**src/sv/gbd_pkg.sv**
```systemverilog
package gbd_pkg;

    localparam int OFFSET_BITS = 24;

    localparam logic [1:0] KIND_SCREEN = 2'd0;
    localparam logic [1:0] KIND_FRAME  = 2'd1;
    localparam logic [1:0] KIND_OK     = 2'd2;
    localparam logic [1:0] KIND_FAIL   = 2'd3;

    localparam logic [7:0] INTRO_EXT   = 8'h21;
    localparam logic [7:0] LABEL_GCE   = 8'hF9;
    localparam logic [7:0] INTRO_IMAGE = 8'h2C;
    localparam logic [7:0] LABEL_COMM  = 8'hFE;
    localparam logic [7:0] LABEL_APP   = 8'hFF;
    localparam logic [7:0] LABEL_TEXT  = 8'h01;

    typedef struct packed {
        logic [7:0] data_byte;
        logic       final_byte;
    } gbd_in_t;

    typedef struct packed {
        logic [1:0]  record_kind;
        logic [15:0] width;
        logic [15:0] height;
        logic [15:0] x_offset;
        logic [15:0] y_offset;
        logic [15:0] delay;
        logic [2:0]  disposal;
        logic [23:0] bg_color;
        logic [23:0] frame_start;
        logic [23:0] frame_length;
        logic        last_of_run;
    } gbd_out_t;

    // results of one byte: up to two records
    typedef struct packed {
        logic     valid0;
        logic     valid1;
        gbd_out_t rec0;
        gbd_out_t rec1;
    } gbd_pair_t;

    function automatic gbd_out_t gbd_end_rec(input logic fail);
        gbd_out_t r;
        r = '0;
        r.record_kind = fail ? KIND_FAIL : KIND_OK;
        return r;
    endfunction

endpackage

```
**src/sv/gbd_parser.sv**
```systemverilog
module gbd_parser
    import gbd_pkg::*;
(
    input  logic      clk,
    input  logic      rst_n,
    input  logic      step,
    input  gbd_in_t   item,
    output gbd_pair_t res
);

    typedef enum logic [3:0] {
        PH_HDR, PH_LSD, PH_GCT, PH_BLOCK, PH_LABEL, PH_LEN, PH_DATA,
        PH_DESC, PH_LCT, PH_LZW, PH_DONE
    } phase_t;

    typedef enum logic [1:0] {BK_EXT, BK_GCE, BK_TEXT, BK_IMAGE} block_t;

    phase_t                 phase_reg, phase_next;
    logic [OFFSET_BITS-1:0] pos_reg, pos_next;
    logic [9:0]             fc_reg, fc_next;
    logic [7:0]             sub_reg, sub_next;
    logic [31:0]            cap_reg, cap_next;
    logic [7:0]             bgi_reg, bgi_next;
    logic [23:0]            bgc_reg, bgc_next;
    logic [15:0]            dly_reg, dly_next;
    logic [2:0]             disp_reg, disp_next;
    logic                   grp_reg, grp_next;
    logic [OFFSET_BITS-1:0] gst_reg, gst_next;
    logic [63:0]            geo_reg, geo_next;
    logic [OFFSET_BITS-1:0] bst_reg, bst_next;
    block_t                 bk_reg, bk_next;
    logic [9:0]             tbl_reg, tbl_next;
    logic [7:0]             flags_reg, flags_next;
    logic                   take_reg, take_next;
    // colour table position as entry index and byte within entry
    logic [7:0]             ent_reg, ent_next;
    logic [1:0]             sub3_reg, sub3_next;

    logic [7:0]             b;
    logic                   ok, early;
    logic [OFFSET_BITS-1:0] st, flen;
    logic [9:0]             fc_inc;
    gbd_out_t               scr, frm;

    always_comb
    begin
        b = item.data_byte;
        phase_next = phase_reg;
        pos_next   = pos_reg;
        fc_next    = fc_reg;
        sub_next   = sub_reg;
        cap_next   = cap_reg;
        bgi_next   = bgi_reg;
        bgc_next   = bgc_reg;
        dly_next   = dly_reg;
        disp_next  = disp_reg;
        grp_next   = grp_reg;
        gst_next   = gst_reg;
        geo_next   = geo_reg;
        bst_next   = bst_reg;
        bk_next    = bk_reg;
        tbl_next   = tbl_reg;
        flags_next = flags_reg;
        take_next  = take_reg;
        ent_next   = ent_reg;
        sub3_next  = sub3_reg;
        res        = '0;
        ok         = 1'b0;
        early      = 1'b0;
        fc_inc     = fc_reg + 10'd1;
        st         = grp_reg ? gst_reg : bst_reg;
        flen       = pos_reg - st + {{(OFFSET_BITS-1){1'b0}}, 1'b1};

        scr = '0;
        scr.record_kind = KIND_SCREEN;
        scr.width       = cap_reg[15:0];
        scr.height      = cap_reg[31:16];
        scr.bg_color    = bgc_reg;

        frm = '0;
        frm.record_kind  = KIND_FRAME;
        frm.width        = geo_reg[47:32];
        frm.height       = geo_reg[63:48];
        frm.x_offset     = geo_reg[15:0];
        frm.y_offset     = geo_reg[31:16];
        frm.delay        = grp_reg ? dly_reg : 16'hFFFF;
        frm.disposal     = grp_reg ? disp_reg : 3'd0;
        frm.bg_color     = bgc_reg;
        frm.frame_start  = 24'(st);
        frm.frame_length = 24'(flen);

        case (phase_reg)
            PH_HDR:
            begin
                case (fc_reg[2:0])
                    3'd0:    ok = (b == "G");
                    3'd1:    ok = (b == "I");
                    3'd2:    ok = (b == "F");
                    3'd3:    ok = (b == "8");
                    3'd4:    ok = (b == "7") || (b == "9");
                    default: ok = (b == "a");
                endcase
                if (!ok)
                begin
                    res.valid0 = 1'b1;
                    res.rec0   = gbd_end_rec(1'b1);
                    phase_next = PH_DONE;
                end
                else if (fc_reg >= 10'd5)
                begin
                    fc_next    = '0;
                    phase_next = PH_LSD;
                end
                else
                    fc_next = fc_inc;
            end
            PH_LSD:
            begin
                case (fc_reg[2:0])
                    3'd0:    cap_next[7:0]   = b;
                    3'd1:    cap_next[15:8]  = b;
                    3'd2:    cap_next[23:16] = b;
                    3'd3:    cap_next[31:24] = b;
                    3'd4:    flags_next      = b;
                    3'd5:    bgi_next        = b;
                    default: ;
                endcase
                if (fc_reg >= 10'd6)
                begin
                    fc_next = '0;
                    if (flags_reg[7])
                    begin
                        tbl_next   = 10'(10'd3 << ({1'b0, flags_reg[2:0]} + 4'd1));
                        ent_next   = '0;
                        sub3_next  = '0;
                        phase_next = PH_GCT;
                    end
                    else
                    begin
                        res.valid0 = 1'b1;
                        res.rec0   = scr;
                        phase_next = PH_BLOCK;
                    end
                end
                else
                    fc_next = fc_inc;
            end
            PH_GCT:
            begin
                if (ent_reg == bgi_reg)
                begin
                    case (sub3_reg)
                        2'd0:    bgc_next[23:16] = b;
                        2'd1:    bgc_next[15:8]  = b;
                        default: bgc_next[7:0]   = b;
                    endcase
                end
                if (sub3_reg == 2'd2)
                begin
                    sub3_next = '0;
                    ent_next  = ent_reg + 8'd1;
                end
                else
                    sub3_next = sub3_reg + 2'd1;
                fc_next = fc_inc;
                if (fc_inc >= tbl_reg)
                begin
                    fc_next    = '0;
                    res.valid0 = 1'b1;
                    res.rec0   = scr;
                    res.rec0.bg_color = (ent_reg == bgi_reg && sub3_reg == 2'd2)
                                        ? {bgc_reg[23:8], b} : bgc_reg;
                    phase_next = PH_BLOCK;
                end
            end
            PH_BLOCK:
            begin
                bst_next = pos_reg;
                if (b == INTRO_IMAGE)
                begin
                    geo_next   = '0;
                    fc_next    = 10'd1;
                    phase_next = PH_DESC;
                end
                else if (b == INTRO_EXT)
                    phase_next = PH_LABEL;
                else
                begin
                    res.valid0 = 1'b1;
                    res.rec0   = gbd_end_rec(grp_reg);
                    phase_next = PH_DONE;
                end
            end
            PH_LABEL:
            begin
                fc_next   = 10'd2;
                take_next = 1'b0;
                if (b == LABEL_GCE)
                begin
                    bk_next = BK_GCE;
                    if (!grp_reg)
                    begin
                        grp_next  = 1'b1;
                        gst_next  = bst_reg;
                        dly_next  = 16'hFFFF;
                        disp_next = '0;
                        take_next = 1'b1;
                    end
                    phase_next = PH_LEN;
                end
                else if (b == LABEL_TEXT)
                begin
                    bk_next    = BK_TEXT;
                    phase_next = PH_LEN;
                end
                else if (b == LABEL_COMM || b == LABEL_APP)
                begin
                    bk_next    = BK_EXT;
                    phase_next = PH_LEN;
                end
                else
                begin
                    res.valid0 = 1'b1;
                    res.rec0   = gbd_end_rec(grp_reg);
                    phase_next = PH_DONE;
                end
            end
            PH_LEN, PH_DATA:
            begin
                if (bk_reg == BK_GCE && take_reg)
                begin
                    if (fc_reg == 10'd3)
                        disp_next = b[4:2];
                    else if (fc_reg == 10'd4)
                        dly_next[7:0] = b;
                    else if (fc_reg == 10'd5)
                        dly_next[15:8] = b;
                end
                if (fc_reg != 10'd1023)
                    fc_next = fc_inc;
                if (phase_reg == PH_DATA)
                begin
                    sub_next = sub_reg - 8'd1;
                    if (sub_reg == 8'd1)
                        phase_next = PH_LEN;
                end
                else if (b != 8'd0)
                begin
                    sub_next   = b;
                    phase_next = PH_DATA;
                end
                else
                begin
                    if (bk_reg == BK_IMAGE)
                    begin
                        res.valid0 = 1'b1;
                        res.rec0   = frm;
                        grp_next   = 1'b0;
                    end
                    else if (bk_reg == BK_TEXT)
                        grp_next = 1'b0;
                    phase_next = PH_BLOCK;
                end
            end
            PH_DESC:
            begin
                if (fc_reg < 10'd9)
                begin
                    case (fc_reg[3:0])
                        4'd1:    geo_next[7:0]   = b;
                        4'd2:    geo_next[15:8]  = b;
                        4'd3:    geo_next[23:16] = b;
                        4'd4:    geo_next[31:24] = b;
                        4'd5:    geo_next[39:32] = b;
                        4'd6:    geo_next[47:40] = b;
                        4'd7:    geo_next[55:48] = b;
                        default: geo_next[63:56] = b;
                    endcase
                    fc_next = fc_inc;
                end
                else
                begin
                    fc_next = '0;
                    if (b[7])
                    begin
                        tbl_next   = 10'(10'd3 << ({1'b0, b[2:0]} + 4'd1));
                        phase_next = PH_LCT;
                    end
                    else
                        phase_next = PH_LZW;
                end
            end
            PH_LCT:
            begin
                fc_next = fc_inc;
                if (fc_inc >= tbl_reg)
                begin
                    fc_next    = '0;
                    phase_next = PH_LZW;
                end
            end
            PH_LZW:
            begin
                bk_next    = BK_IMAGE;
                take_next  = 1'b0;
                fc_next    = '0;
                phase_next = PH_LEN;
            end
            default: ;
        endcase

        if (item.final_byte)
        begin
            if (phase_next != PH_DONE)
            begin
                early = (phase_next == PH_HDR) || (phase_next == PH_LSD)
                        || (phase_next == PH_GCT);
                if (res.valid0)
                begin
                    res.valid1 = 1'b1;
                    res.rec1   = gbd_end_rec(early || grp_next);
                end
                else
                begin
                    res.valid0 = 1'b1;
                    res.rec0   = gbd_end_rec(early || grp_next);
                end
            end
            phase_next = PH_HDR;
            pos_next   = '0;
            fc_next    = '0;
            sub_next   = '0;
            cap_next   = '0;
            bgi_next   = '0;
            bgc_next   = 24'hFFFFFF;
            dly_next   = 16'hFFFF;
            disp_next  = '0;
            grp_next   = 1'b0;
            gst_next   = '0;
            geo_next   = '0;
            bst_next   = '0;
            bk_next    = BK_EXT;
            tbl_next   = '0;
            flags_next = '0;
            take_next  = 1'b0;
            ent_next   = '0;
            sub3_next  = '0;
        end
        else
            pos_next = pos_reg + {{(OFFSET_BITS-1){1'b0}}, 1'b1};

        if (res.valid1)
            res.rec1.last_of_run = 1'b1;
        else
            res.rec0.last_of_run = 1'b1;
    end

    always_ff @(posedge clk or negedge rst_n)
    begin
        if (!rst_n)
        begin
            phase_reg <= PH_HDR;
            pos_reg   <= '0;
            fc_reg    <= '0;
            sub_reg   <= '0;
            cap_reg   <= '0;
            bgi_reg   <= '0;
            bgc_reg   <= 24'hFFFFFF;
            dly_reg   <= 16'hFFFF;
            disp_reg  <= '0;
            grp_reg   <= 1'b0;
            gst_reg   <= '0;
            geo_reg   <= '0;
            bst_reg   <= '0;
            bk_reg    <= BK_EXT;
            tbl_reg   <= '0;
            flags_reg <= '0;
            take_reg  <= 1'b0;
            ent_reg   <= '0;
            sub3_reg  <= '0;
        end
        else if (step)
        begin
            phase_reg <= phase_next;
            pos_reg   <= pos_next;
            fc_reg    <= fc_next;
            sub_reg   <= sub_next;
            cap_reg   <= cap_next;
            bgi_reg   <= bgi_next;
            bgc_reg   <= bgc_next;
            dly_reg   <= dly_next;
            disp_reg  <= disp_next;
            grp_reg   <= grp_next;
            gst_reg   <= gst_next;
            geo_reg   <= geo_next;
            bst_reg   <= bst_next;
            bk_reg    <= bk_next;
            tbl_reg   <= tbl_next;
            flags_reg <= flags_next;
            take_reg  <= take_next;
            ent_reg   <= ent_next;
            sub3_reg  <= sub3_next;
        end
    end

endmodule

```
**src/sv/gbd_out_queue.sv**
```systemverilog
module gbd_out_queue
    import gbd_pkg::*;
(
    input  logic      clk,
    input  logic      rst_n,
    input  logic      push,
    input  gbd_pair_t pair,
    output logic      can_take,
    output logic      valid,
    input  logic      ready,
    output gbd_out_t  result
);

    // four-entry queue; takes a byte's records when two slots are free
    logic [1:0] wp_reg, wp_next, rp_reg, rp_next;
    logic [2:0] cnt_reg, cnt_next;
    gbd_out_t   q_reg [4];
    logic       pop;
    logic [1:0] wp1;

    assign pop      = valid && ready;
    assign valid    = (cnt_reg != 3'd0);
    assign result   = q_reg[rp_reg];
    assign can_take = (cnt_reg <= 3'd2);
    assign wp1      = wp_reg + 2'd1;

    always_comb
    begin
        wp_next  = wp_reg;
        rp_next  = rp_reg;
        cnt_next = cnt_reg;
        if (pop)
        begin
            rp_next  = rp_reg + 2'd1;
            cnt_next = cnt_next - 3'd1;
        end
        if (push && pair.valid0)
        begin
            if (pair.valid1)
            begin
                wp_next  = wp_reg + 2'd2;
                cnt_next = cnt_next + 3'd2;
            end
            else
            begin
                wp_next  = wp1;
                cnt_next = cnt_next + 3'd1;
            end
        end
    end

    always_ff @(posedge clk or negedge rst_n)
    begin
        if (!rst_n)
        begin
            wp_reg  <= '0;
            rp_reg  <= '0;
            cnt_reg <= '0;
        end
        else
        begin
            wp_reg  <= wp_next;
            rp_reg  <= rp_next;
            cnt_reg <= cnt_next;
        end
    end

    always_ff @(posedge clk)
    begin
        if (push && pair.valid0)
        begin
            q_reg[wp_reg] <= pair.rec0;
            if (pair.valid1)
                q_reg[wp1] <= pair.rec1;
        end
    end

endmodule

```
**src/sv/gif_block_deframer_top.sv**
```systemverilog
// a record is registered in the result queue when the byte that causes it is taken
// throughput: one byte per cycle while the four-entry result queue has two free slots
// reset: rst_n asynchronous, active low; parser returns to the header phase, queue empties
// the parser also returns to its reset state after every final byte
module gif_block_deframer_top
    import gbd_pkg::*;
(
    input  logic     clk,
    input  logic     rst_n,
    input  logic     in_valid,
    output logic     in_ready,
    input  gbd_in_t  in_data,
    output logic     out_valid,
    input  logic     out_ready,
    output gbd_out_t out_data
);

    gbd_pair_t pair;
    logic      step;

    assign step = in_valid && in_ready;

    gbd_parser u_parser (
        .clk   (clk),
        .rst_n (rst_n),
        .step  (step),
        .item  (in_data),
        .res   (pair)
    );

    gbd_out_queue u_queue (
        .clk      (clk),
        .rst_n    (rst_n),
        .push     (step),
        .pair     (pair),
        .can_take (in_ready),
        .valid    (out_valid),
        .ready    (out_ready),
        .result   (out_data)
    );

endmodule
```
**config.mk**
```make
export PLATFORM = sky130hd
export DESIGN_NAME = gif_block_deframer_top
export DESIGN_NICKNAME = d
export VERILOG_FILES = /design/src/sv/gbd_pkg.sv /design/src/sv/gbd_parser.sv /design/src/sv/gbd_out_queue.sv /design/src/sv/gif_block_deframer_top.sv
export SDC_FILE = /design/constraint.sdc
export NUM_CORES = 2
export LEC_CHECK = 0
export BUFFER_PORTS_ARGS = -buffer_cell sky130_fd_sc_hd__buf_2
export CAP_MARGIN = 20
export CORE_ASPECT_RATIO = 1.75
export CORE_UTILIZATION = 68
export CTS_CLUSTER_DIAMETER = 60
export DETAILED_ROUTE_END_ITERATION = 6
export GPL_TIMING_DRIVEN = 0
export PLACE_DENSITY = 0.84
export SYNTH_ARGS = -nofsm -noshare
export SYNTH_HDL_FRONTEND = slang
export SYNTH_HIERARCHICAL = 1
export SYNTH_SLANG_ARGS = --single-unit
```
**constraint.sdc**
```tcl
create_clock -name clk -period 22.7 [get_ports clk]
set_input_delay 3.405 -clock clk [delete_from_list [all_inputs] [get_ports clk]]
set_output_delay 3.405 -clock clk [all_outputs]
set_load 0.01 [all_outputs]
```
==> summary.txt <==
area delta synth->final = 11.87%
Critical Path Fanout Max = 56
min-delay src = u_parser/geo_reg[6]
Period minus WS final = 8.453 ns
post-synth top area share = 0.3863
slowest stage delay, CP = 0.61 ns
number of H-tree levels = 3
Synth area leader = edfxtp_1
worst reg2reg endpoint = u_queue/q_reg[1][73]
Seq cells post-synth = 908
GPL Wtd Cong = 0.9960
Total Routing Usage GR = 0.3506
Synthesis Warnings = 6
initial antenna violation count = 3
CTS Root Buffer Type = clkbuf_16
TritonCTS clock tree = built
top cells by count, synth = 632 x edfxtp_1, 331 x mux2_2, 300 x mux2_4
layer with the highest usage = met2
Netlist cell types = 103
Crit-path slowest cell = nand2_4
Core Region = 71570 µm²
xor and xnor area share after synthesis = 0.01052
Sw Share = 0.3261
share of layout cells above drive strength 1 = 0.3689
CTS Buf Count = 82
fillers = 4304
number of synthesized flops with an enable pin = 632
critical path arrival = 8.74 ns
largest family of logic cells by synthesized area = multiplexers
Worst Setup Start Kind = input pin
Residual DRC = 0
worst vdd ir = 0.08771 mV
synthesized-area fraction occupied by adder cells = 0.02027
RSZ-0062 raised after global routing = false
ys flop type = edfxtp_1
Hold Fails Final Rpt = 0
Area after DPL = 52080 µm²
max reg flops = 632
grt total ovfl = 0
Synth async-reset ratio = 0.3040
Seq. cell area = 25930 µm²
HP Class = register to register
largest net degree at the start of global routing = 112
DP Cell Count = 4761
count of input and output buffers = 168
Core Util, Final = 0.7679
Setup WS pre-CTS = 13.68 ns
hold buffer count at CTS = 0
worst-path cell chain = buf_2 -> clkbuf_1 -> inv_1 -> a211o_1 -> a22oi_1 -> a31oi_2 -> a2bb2oi_1 -> nor2_1 -> a31oi_4 -> and2_1 -> buf_4 -> buf_4 -> nand3_4 -> buf_6 -> buf_6 -> nand2_4 -> buf_16 -> buf_16
Clock Latency Late Sink = 0.66 ns
die width = 205.2 µm
non-filler cells, final = 4915
final setup vio count = 0
met1 usage = 0.3730
r2r worst-path depth = 24
Max Freq = 0.1183 GHz
design area = 54960 µm²
GRT met2 Usage = 0.6253
Initial Utilization = 0.6864
clk_skew = 0.03004 ns
critical path buffer and inverter count = 9
Setup crit end = u_queue/q_reg[1][73]
number of global-route vias before repair = 32359
pwr/cell area = 101.2 nW/µm²
Post-CTS Resized = 0
WP depth = 18
Post-CTS Setup Repair Bufs = 0
most frequent cell after synthesis = edfxtp_1
Via density = 6.324
CTS Buffer Depth = 3
Post-Synth Simple-Gate Area = 0.06444
Crit path required time = 22.99 ns
Post-Synthesis Cell Area = 49130 µm²
max-slew violations = 0
io pins = 173
global-route wire length before repair = 190.3 mm
Comb power frac = 0.344
WHS = 0.4748 ns
Routed WL = 126.4 mm
Clock transition at path regs = 0.07 ns
critical path capture point type = register
Tcrit/Tclk final = 0.3724
net load switching power = 1.814 mW
Synth area leaders = edfxtp_1 39%, dfrtp_1 12%, mux2_4 9.2%
post-layout total power = 5.562 mW
First DRT Iteration DRCs = 2386
R2R setup slack = 15.68 ns
Mean Syn Cell Area = 14.03 µm²
Sequential Power Share = 0.389
Rel. slew slack = 0.2994
num rows = 130
Clock Power Share = 0.266
routed len/inst = 25.72 µm
via count = 31083
complex-gate fraction of the synthesized area = 0.06905
met3 usage = 0.05307
die height = 357.6 µm
# Max-Cap Violations = 0
final net count = 4014
HPWL after DPL = 87.40 mm
detailed-router iteration count before antenna repair = 5
total negative setup slack = 0 ns
critical path class = input pin to register
proportion of synthesized area in mux cells = 0.2507
Seq/Total Area, Yosys = 0.5279
Sink Count = 908
status = complete, no violations
Die Area = 73370 µm²
synthesized netlist cell count = 3502
internal power = 3.748 mW
Final WS setup = 14.25 ns
Worst path top cell family by delay = buffers and inverters
Pleak = 23.10 nW
Critical Path Source = in_data[7]
Post-DRT Antenna Nets = 0
Multi-input gate area = 21000 µm²
r2r startpoint = u_parser/fc_reg[2]
Tightest Pin Transition = 1.045 ns
-- power by group through the flow --
stage / logic [mW] / registers [mW] / clock network, mW
CTS: 1.91 / 2.16 / 1.49
detailed placement: 1.90 / 2.20 / 0
floorplan: 1.27 / 2.20 / 0
global route: 2.04 / 2.18 / 1.55
finish: 1.91 / 2.17 / 1.48
global placement: 1.84 / 2.26 / 0
-- routing by layer --
| metal | part of all wire | routed length (µm) |
|---|---|---|
| met4 | 0.083 | 10510 |
| met3 | 0.056 | 7126 |
| met5 | 0.00010 | 13 |
| met1 | 0.34 | 42860 |
| met2 | 0.52 | 65920 |
-- logic make-up (layout without fill, tap and decap cells) --
| kind of cell | Yosys count | count (layout) |
|---|---|---|
| other | 1 | 158 |
| adder cells (fa/ha/maj) | 79 | 79 |
| flip-flops | 908 | 908 |
| multiplexers | 841 | 841 |
| AO/OA/AOI/OAI | 511 | 511 |
| AND/OR/NAND/NOR | 639 | 639 |
| buffers and inverters | 464 | 796 |
| XOR/XNOR | 59 | 59 |
-- cell usage in the layout (no fill, tap or decap), drive strengths merged, types with 40 or more instances in the layout --
master,netlist,routed
inv,77,86
ha,78,78
mux4,158,158
edfxtp,632,632
a21oi,87,87
clkbuf,102,208
conb,1,155
nand2,196,196
and3,61,61
mux2i,49,49
nor2,145,145
o21ai,183,183
o31ai,45,45
dfstp,40,40
mux2,634,634
nand3,89,89
buf,285,467
dfrtp,236,236
a22o,57,57
-- worst min-delay path, stage by stage (launching register included) --
cell	delay, ns
dfrtp_1	0.34
nand2_1	0.04
o21ai_0	0.06
-- layout make-up --
| class | instances | share of cell area |
|---|---|---|
| diodes | 3 | 0.0001366 |
| plain buffers | 387 | 0.04576 |
| clock buffers | 106 | 0.04262 |
| clock inverters | 44 | 0.009539 |
| inverters | 77 | 0.005259 |
| multi-input cells | 2284 | 0.3821 |
| flip-flops and latches | 908 | 0.4719 |
| well taps | 924 | 0.02104 |
| repair buffers | 182 | 0.02167 |
-- how the worst min path moves through the flow --
stage | to | slack (ns) | cells past startpoint
after floorplan | u_parser/geo_reg[0] | 0.44 | 2
after global placement | u_parser/geo_reg[19] | 0.45 | 2
after detailed placement | u_parser/geo_reg[31] | 0.46 | 2
after CTS | u_parser/geo_reg[31] | 0.48 | 2
after global routing | u_parser/gst_reg[0] | 0.50 | 2
final | u_parser/geo_reg[6] | 0.47 | 2
Power figures use the tool's default switching activity.
